### config.mk
export PLATFORM = sky130hd
export DESIGN_NAME = hufd_ctrl
export DESIGN_NICKNAME = d
export VERILOG_FILES = /design/src/hw/rtl/hufd_pkg.sv /design/src/hw/rtl/hufd_ctrl.sv
export SDC_FILE = /design/constraint.sdc
export NUM_CORES = 1
export LEC_CHECK = 0
export BUFFER_PORTS_ARGS = -buffer_cell sky130_fd_sc_hd__buf_2
export CAP_MARGIN = 20
export CORE_AREA = 2 2 39 41
export DETAILED_ROUTE_END_ITERATION = 6
export DIE_AREA = 0 0 41 43
export GPL_TIMING_DRIVEN = 0
export PLACE_DENSITY = 0.54
export SLEW_MARGIN = 20
export SYNTH_ARGS = -nofsm -noshare
export SYNTH_HDL_FRONTEND = slang
export SYNTH_SLANG_ARGS = --single-unit
export TNS_END_PERCENT = 20
### constraint.sdc
create_clock -name clock -period 1.7 [get_ports clock]
set_input_delay 0.425 -clock clock [delete_from_list [all_inputs] [get_ports clock]]
set_output_delay 0.425 -clock clock [all_outputs]
set_load 0.02 [all_outputs]
### src/hw/rtl/hufd_pkg.sv
// Package for the Huffman archive decoder: payload structs, command and status
// structs, phase and operation codes, node entry layout constants.
// No dependencies.
package hufd_pkg;

   localparam int MAX_SYMBOLS_DEF = 256;
   localparam int IDX_W           = 9;
   localparam int ENTRY_W         = 27;
   localparam int LEAF_BIT        = 26;
   localparam int MAX_EMIT        = 8;

   localparam logic [1:0] PH_HEADER = 2'd0;
   localparam logic [1:0] PH_TREE   = 2'd1;
   localparam logic [1:0] PH_DATA   = 2'd2;

   localparam logic [3:0] OP_NONE     = 4'd0;
   localparam logic [3:0] OP_LOAD     = 4'd1;
   localparam logic [3:0] OP_HDR      = 4'd2;
   localparam logic [3:0] OP_TREE1    = 4'd3;
   localparam logic [3:0] OP_MRG_RD1  = 4'd4;
   localparam logic [3:0] OP_MRG_RD2  = 4'd5;
   localparam logic [3:0] OP_MRG_PUSH = 4'd6;
   localparam logic [3:0] OP_DATA_RD  = 4'd7;
   localparam logic [3:0] OP_DATA_RES = 4'd8;
   localparam logic [3:0] OP_OUT_NEXT = 4'd9;
   localparam logic [3:0] OP_OUT_DONE = 4'd10;

   typedef struct packed {
      logic [7:0] archive_byte;
      logic       final_byte;
   } req_type;

   typedef struct packed {
      logic [7:0] symbol;
      logic       symbol_valid;
      logic       run_last;
      logic       archive_end;
      logic       malformed;
   } rsp_type;

   typedef struct packed {
      logic [3:0] op;
   } cmd_type;

   typedef struct packed {
      logic [1:0] phase;
      logic       left_nz;
      logic       cur_bit;
      logic       pend_nz;
      logic       lvl_lt2;
      logic       last_out;
   } status_type;

endpackage

### src/hw/rtl/hufd_ctrl.sv
// Controller of the Huffman archive decoder: sequences bit steps, memory read
// waits and result delivery. Depends on hufd_pkg.
module hufd_ctrl (
   input  logic                 clock,
   input  logic                 reset,
   input  logic                 req_valid,
   output logic                 req_ready,
   output logic                 rsp_valid,
   input  logic                 rsp_ready,
   input  hufd_pkg::status_type status,
   output hufd_pkg::cmd_type    cmd
);

   localparam logic [2:0] S_IDLE  = 3'd0;
   localparam logic [2:0] S_BIT   = 3'd1;
   localparam logic [2:0] S_MRG1  = 3'd2;
   localparam logic [2:0] S_MRG2  = 3'd3;
   localparam logic [2:0] S_DWAIT = 3'd4;
   localparam logic [2:0] S_EMIT  = 3'd5;

   logic [2:0] state_ff, state_in;

   always_comb begin
      state_in  = state_ff;
      cmd.op    = hufd_pkg::OP_NONE;
      req_ready = 1'b0;
      rsp_valid = 1'b0;
      case (state_ff)
         S_IDLE: begin
            req_ready = 1'b1;
            if (req_valid) begin
               cmd.op   = hufd_pkg::OP_LOAD;
               state_in = S_BIT;
            end
         end
         S_BIT: begin
            if (!status.left_nz) begin
               state_in = S_EMIT;
            end else begin
               case (status.phase)
                  hufd_pkg::PH_HEADER: cmd.op = hufd_pkg::OP_HDR;
                  hufd_pkg::PH_TREE: begin
                     if (status.pend_nz || status.cur_bit || status.lvl_lt2) begin
                        cmd.op = hufd_pkg::OP_TREE1;
                     end else begin
                        cmd.op   = hufd_pkg::OP_MRG_RD1;
                        state_in = S_MRG1;
                     end
                  end
                  default: begin
                     cmd.op   = hufd_pkg::OP_DATA_RD;
                     state_in = S_DWAIT;
                  end
               endcase
            end
         end
         S_MRG1: begin
            cmd.op   = hufd_pkg::OP_MRG_RD2;
            state_in = S_MRG2;
         end
         S_MRG2: begin
            cmd.op   = hufd_pkg::OP_MRG_PUSH;
            state_in = S_BIT;
         end
         S_DWAIT: begin
            cmd.op   = hufd_pkg::OP_DATA_RES;
            state_in = S_BIT;
         end
         S_EMIT: begin
            rsp_valid = 1'b1;
            if (rsp_ready) begin
               if (status.last_out) begin
                  cmd.op   = hufd_pkg::OP_OUT_DONE;
                  state_in = S_IDLE;
               end else begin
                  cmd.op = hufd_pkg::OP_OUT_NEXT;
               end
            end
         end
         default: begin
            state_in = S_IDLE;
         end
      endcase
   end

   always_ff @(posedge clock) begin
      if (reset) begin
         state_ff <= S_IDLE;
      end else begin
         state_ff <= state_in;
      end
   end

   a_load_starts_bits: assert property (@(posedge clock) disable iff (reset)
      (req_valid && req_ready) |=> (state_ff == S_BIT))
      else $error("accepted item did not start bit processing");

   a_merge_reads: assert property (@(posedge clock) disable iff (reset)
      (state_ff == S_MRG1) |=> (state_ff == S_MRG2))
      else $error("merge read sequence broken");

   a_data_wait: assert property (@(posedge clock) disable iff (reset)
      (state_ff == S_DWAIT) |=> (state_ff == S_BIT))
      else $error("data step did not resolve after one wait");

   a_no_overlap: assert property (@(posedge clock) disable iff (reset)
      !(req_ready && rsp_valid))
      else $error("input taken while a result is pending");

endmodule

Yosys cells after proc, flatten, opt, wreduce, memory -nomap -nowiden
Index checks and enable logic that the tools add are counted.
Operators by class
  mux-type cells: 16
  reduce and logical (&&, ||, !) cells: 6
  equality and inequality tests: 11
Operators with widths (count)
  4-bit case mux with 6 select lines: 1
  3-bit 2-to-1 mux: 7
  3-bit case mux with 5 select lines: 1
  3-bit case mux with 2 select lines: 2
  3-bit by 2-bit == test with 1-bit output, second input constant: 2
  3-bit == test, second input constant: 2
  2-bit != test, second input constant: 3
  5-bit AND reduction: 1
  4-bit 2-to-1 mux: 1
  4-bit != test, second input constant: 1
  3-bit by 1-bit == test with 1-bit output, second input constant: 1
  3-bit logical NOT: 1
  1-bit 2-to-1 mux: 3
  3-bit != test, second input constant: 1
  2-bit by 1-bit == test with 1-bit output, second input constant: 1
  2-bit logical NOT: 1
  1-bit logical OR: 2
  2-bit 2-to-1 mux: 1
  2-bit OR reduction: 1
Word-level totals
  output and inout port bits: 6
  register bits after elaboration: 3

Logic depth before layout (Yosys ltp)
Gate-level depths: netlist of run 1.
  depth in word-level cells: 6
  mapped depth: 5
  gate-level depth less buffers: 4

Least setup slack after synthesis of run 1
No wires, ideal clock.
  path type: input to output
  start: in status[3] (netlist bit)
  end: out cmd[1] (netlist bit)
  arrival time: 1230 ps
  slack: 45 ps
  stages on the path: 4
  buffers on the path: 0
  cells stage by stage: or3_1 > o21ai_1 > a21oi_1 > o21a_1
RTL lines
  from (decl): line hufd_ctrl.sv:10  | input hufd_pkg::status_type status,
  to (decl): line hufd_ctrl.sv:11  | output hufd_pkg::cmd_type cmd

==> results.md, run 1 <==
- Final Skew: 0.00223 ns
- Post-Syn Nets: 55
- Post-route setup slack: -0.105 ns
- Final core occ: 0.335
- RSZ-0062 raised after global routing: true
- Fin nets: 76
- Synth top area share: 0.200
- Regs by FF count: state_ff x3
- P per Cell Area: 690 nW/um2
- Largest register FFs: 3
- CTS tree: done
- Avg Cell Area, Syn: 6.82 um2
- Kind of critical path: primary input to output port
- Startpoint Class: primary input
- Leak: 0.218 nW
- Crit path time final: 1.81 ns
- Clock Root Buffer: clkbuf_4
- Initial DRT Pass Iterations: 2
- Crit-path slowest cell: or3_4
- Biggest register: state_ff
- Post-synthesis register bit count: 3
- Mapped cell area: 300 um2
- CP Max Fanout: 2
- Area grow syn2layout: 54.2%
- Crit-path cells: buf_6 > or3_4 > o21ai_2 > a21oi_1 > o21a_1 > buf_6
- Hold Buf Count CTS: 0
- Full die area: 1760 um2
- Average wire per standard cell: 10.1 um
- Vias: 377
- Run status: finished with violations
- Setup crit end kind: output port
- Die width: 41 um
- Yosys warns: 0
- Sequential share of the synthesized area: 0.200
- I/O Pins: 17
- Vias in the first global route: 329
- Synth Instances: 44
- Gpl congestion: 0.732
- Share of cells above drive strength 1: 0.438
- Row cnt: 14
- Num CTS Buffers: 3
- ANT cells: 0
- Failing checks: negative setup slack
- Max Cap Viol: 0
- Slew Limit Headroom: 0.850
- GRT overflow: 0
- Setup-failing EPs final: 2
- Largest net degree at the start of global routing: 11
- Initial Util: 0.217
- Area leader, netlist: dfxtp_1
- GRT Overall Usage: 0.108
- Post-CTS setup repair buffer count: 0
- Initial antenna violation count: 0
- CP peak stage delay: 0.38 ns
- Critical path data arrival time: 1.38 ns
- CORE AREA: 1380 um2
- Top area cells in the synthesized netlist: dfxtp_1 (20%), a21oi_1 (10%), nor3_1 (5.0%), nor2_1 (5.0%), a31oi_1 (4.2%)
- Number of distinct library cells after synthesis: 25
- Drt initial violations: 5
- # H-tree levels: 1
- CTS sink cnt: 3
- WP data required: 1.27 ns
- Antenna Violating Nets Remaining: 0
- Max-slew violations: 0
- Vias per cell: 4.71
- Detailed Route WL: 806 um
- Highest Clock Rate: 554 MHz
- DRC viols: 0
- Most frequent cells in the layout: buf_2 (12), a21oi_1 (6), nor2_1 (4)
- Final hold vios: 0
- First-pass GRT wire length: 1340 um
- CTS max path bufs: 2
- CTS clk-pin slew, worst paths: 0.04 ns
- Worst-Margin Slew: 0.224 ns
- Setup TNS: -0.110 ns
- Worst hold path class: primary input to register
- Final critical-path share of the clock period: 1.06
- Max rail drop VDD: 0.000308 V
- Clk_lat worst skew: 0.23 ns
- Die Ht: 43 um
- Commonest non-fill, non-tap cell in the layout: buf_2
- Port Buffer Count: 16
- Most used cell, CP: buf_6
-- area by class of cell --
type	instances	area [um2]
fillers	154	921
clock buffers	4	26.3
flip-flops and latches	3	63.8
well taps	16	20.0
plain buffers	2	15.0
inverters	4	15.0
multi-input cells	35	221
repair buffers	16	101
-- cells by family after synthesis --
family	synth area share
and+or+nand+nor	0.304
buffers and inverters	0.0916
DFF	0.200
AOI/OAI and AO/OA	0.404
-- repair_timing --
item / 4_1_cts / 5_1_grt
pin swaps: 4 / 1
endpoints found under the setup margin: 3 / 3
gates resized for setup: 7 / 3
-- through the flow --
step | hold slack [ns] | worst slack (ns) | instance area [um2] | power (mW) | instances
floorplan | 0.501 | 0.0452 | 300 | 0.151 | 44
global placement | 0.586 | -0.202 | 400 | 0.188 | 76
detailed placement | 0.593 | -0.188 | 400 | 0.189 | 76
CTS | 0.368 | -0.138 | 452 | 0.329 | 80
global route | 0.378 | -0.133 | 463 | 0.344 | 80
finish | 0.377 | -0.105 | 463 | 0.319 | 80
-- report_power, final --
| part | total, mW | switching (mW) | internal (mW) |
|---|---|---|---|
| logic | 0.117 | 0.0637 | 0.0535 |
| clock network | 0.124 | 0.0365 | 0.0879 |
| registers | 0.0778 | 0.00361 | 0.0742 |
-- worst max-delay path: cells and delay by family --
kind | cells | cell delay [ns]
compound gates | 3 | 0.35
buf+inv | 2 | 0.22
simple gates | 1 | 0.38
-- per-layer routing --
layer | wire length [um] | global-route usage
met5 | 0 | 0
met2 | 361 | 0.141
met1 | 387 | 0.163
met3 | 57 | 0.0157
met4 | 0 | 0.0600
-- final timing paths --
| check | from | to | cells past startpoint | slack (ns) |
|---|---|---|---|---|
| setup / recovery | status[1] | cmd[1] | 6 | -0.11 |
| hold / removal | reset | state_ff[1]$_SDFFE_PP0P_ | 2 | 0.38 |
| setup reg to reg | state_ff[0]$_SDFFE_PP0P_ | state_ff[0]$_SDFFE_PP0P_ | 5 | 0.50 |
| hold reg to reg | state_ff[0]$_SDFFE_PP0P_ | state_ff[1]$_SDFFE_PP0P_ | 3 | 0.58 |
-- Yosys cell counts (all sizes together) --
cell and count:
a21oi 6, inv 4, nor2 4, dfxtp 3
nand2 3, nor3 3, a31oi 2, and3 2
buf 2, o21ai 2, o22ai 2, o31a 2
or3 2, a211oi 1, a21o 1, a32oi 1
nand2b 1, nor4 1, o21a 1, or2b 1
Power figures use the tool's default switching activity.
==> inputs of run 2 (changes only) <==
--- a/config.mk
+++ b/config.mk
@@ -12,6 +12,7 @@
 export DIE_AREA = 0 0 41 43
 export GPL_TIMING_DRIVEN = 0
 export PLACE_DENSITY = 0.54
+export REMOVE_ABC_BUFFERS = 1
 export SLEW_MARGIN = 20
 export SYNTH_ARGS = -nofsm -noshare
 export SYNTH_HDL_FRONTEND = slang
==> run 2 against run 1 <==
Net effect: the run still ends with negative setup slack left; design area fell by 2.2%; sequential power rose by 12%; worst setup slack got worse by 0.011 ns; first-iteration DRC count did not move; routed wire length fell by 4.0%; total power fell by 1.6%; core utilization fell by 0.72 points; sequential cell count did not move; clock-buffer cell count did not move; non-clock buffer count fell by 2; critical endpoint unchanged; highest routed layer unchanged.
==> results.md, run 2 (synthesis gave the netlist of run 1 again) <==
- GRT Overall Usage: 0.0953 (-0.0129)
- Startpoint Class: primary input
- Row cnt: 14 (unchanged)
- DRC viols: 0 (unchanged)
- Vias: 382 (+1.3%)
- GRT overflow: 0 (unchanged)
- Detailed Route WL: 774 um (-4.0%)
- Area grow syn2layout: 50.8%
- Final critical-path share of the clock period: 1.07 (+0.00628)
- Worst R2R Path Depth: 4 (-1)
- Leak: 0.208 nW (-4.4%)
- Num CTS Buffers: 3 (unchanged)
- Regs by FF count: state_ff x3
- Die width: 41 um (unchanged)
- Hold Buf Count CTS: 0 (unchanged)
- Max Cap Viol: 0 (unchanged)
- CTS sink cnt: 3 (unchanged)
- Vias per cell: 4.90 (+3.9%)
- RSZ-0062 raised after global routing: true
- Minimum hold slack: 0.378 ns (+0.00150 ns)
- Pre-CTS setup slack: -0.206 ns (-0.0178 ns)
- Largest net degree at the start of global routing: 14 (+3)
- Largest register FFs: 3 (unchanged)
- Failing checks: negative setup slack
- Critical path data arrival time: 1.39 ns (about the same)
- CTS max path bufs: 2 (unchanged)
- Post-route setup slack: -0.116 ns (-0.0107 ns)
- CTS tree: done
- First-pass GRT wire length: 1170 um (-12%)
- Worst Hold Depth: 2 (unchanged)
- Antenna Violating Nets Remaining: 0 (unchanged)
- Worst hold path class: primary input to register
- Most frequent cells in the layout: buf_2 (12), a21oi_1 (6), nor2_1 (4)
- Share of cells above drive strength 1: 0.468 (+0.0302)
- Gpl congestion: 0.721 (-1.5%)
- WP data required: 1.27 ns (about the same)
- Clock Root Buffer: clkbuf_4
- Crit path time final: 1.82 ns (+0.0107 ns)
- Biggest register: state_ff
- Fin nets: 74 (-2.6%)
- Die Ht: 43 um (unchanged)
- Average wire per standard cell: 9.92 um (-1.5%)
- Max-slew violations: 0 (unchanged)
- Initial Util: 0.217 (unchanged)
- Vias in the first global route: 314 (-4.6%)
- Max rail drop VDD: 0.000360 V (+17%)
- Full die area: 1760 um2 (unchanged)
- Setup-failing EPs final: 3 (+1)
- Initial antenna violation count: 0 (unchanged)
- Initial DRT Pass Iterations: 2 (unchanged)
- Commonest non-fill, non-tap cell in the layout: buf_2
- Clk_lat worst skew: 0.23 ns (about the same)
- Slew Limit Headroom: 0.848 (-0.00225)
- Highest Clock Rate: 551 MHz (-0.59%)
- Worst-Margin Slew: 0.227 ns (+0.00335 ns)
- Run status: finished with violations
- Drt initial violations: 5 (unchanged)
- Port Buffer Count: 16 (unchanged)
- I/O Pins: 17 (unchanged)
- Kind of critical path: primary input to output port
- CP Max Fanout: 2 (unchanged)
- Final Skew: 0.000817 ns (-0.00141 ns)
- CORE AREA: 1380 um2 (unchanged)
- Worst reg-to-reg setup slack: 0.51 ns (about the same)
- CTS clk-pin slew, worst paths: 0.04 ns (about the same)
- P per Cell Area: 694 nW/um2 (+0.58%)
- ANT cells: 0 (unchanged)
- Setup crit end kind: output port
- HPWL after DPL: 596 um
- Final hold vios: 0 (unchanged)
- # H-tree levels: 1 (unchanged)
## run 2: where the power goes
part	switching [mW]	total (mW)	internal [mW]
clock network	0.0346	0.122	0.0878
registers	0.0123	0.0874	0.0751
logic	0.0548	0.105	0.0497
## run 2: per-stage QoR
step / instance area (um2) / utilization / TNS [ns] / power (mW) / instances
finish: 453 / 0.327 / -0.230 / 0.314 / 78
global route: 453 / 0.327 / -0.351 / 0.335 / 78
floorplan: 288 / - / 0 / 0.146 / 42
detailed placement: 388 / 0.280 / -0.243 / 0.182 / 74
global placement: 388 / 0.280 / -0.245 / 0.182 / 74
CTS: 444 / 0.321 / -0.301 / 0.322 / 78
## run 2: cell type report
cell class,count,area [um2]
tap,16,20.0
multi-input combinational,35,225
timing repair buffer,16,97.6
fill,157,931
sequential,3,68.8
clock buffer,4,26.3
inverter,4,15.0
## run 2: path summary, 6_finish.rpt
check	from	end
max	status[1]	cmd[1]
min	reset	state_ff[1]$_SDFFE_PP0P_
max reg2reg	state_ff[0]$_SDFFE_PP0P_	state_ff[0]$_SDFFE_PP0P_
min reg2reg	state_ff[0]$_SDFFE_PP0P_	state_ff[2]$_SDFFE_PP0P_
## run 2: repair_timing
action,4_1_cts,5_1_grt
endpoints found under the setup margin,3,3
setup buffers,0,0
pin swaps,4,1
gates resized for setup,10,3
## run 2: worst max-delay path, cell delays in order
cell,delay (ns)
buf_6,0.09
or3_4,0.38
o21ai_2,0.12
a21oi_1,0.07
o21a_1,0.18
buf_6,0.13
## run 2: metal layers
metal	vias up	track usage	routed length (um)
met5	-	0	0
met4	0	0.0600	0
met3	0	0	46
met2	7	0.153	384
met1	168	0.119	342
li1	207	-	-
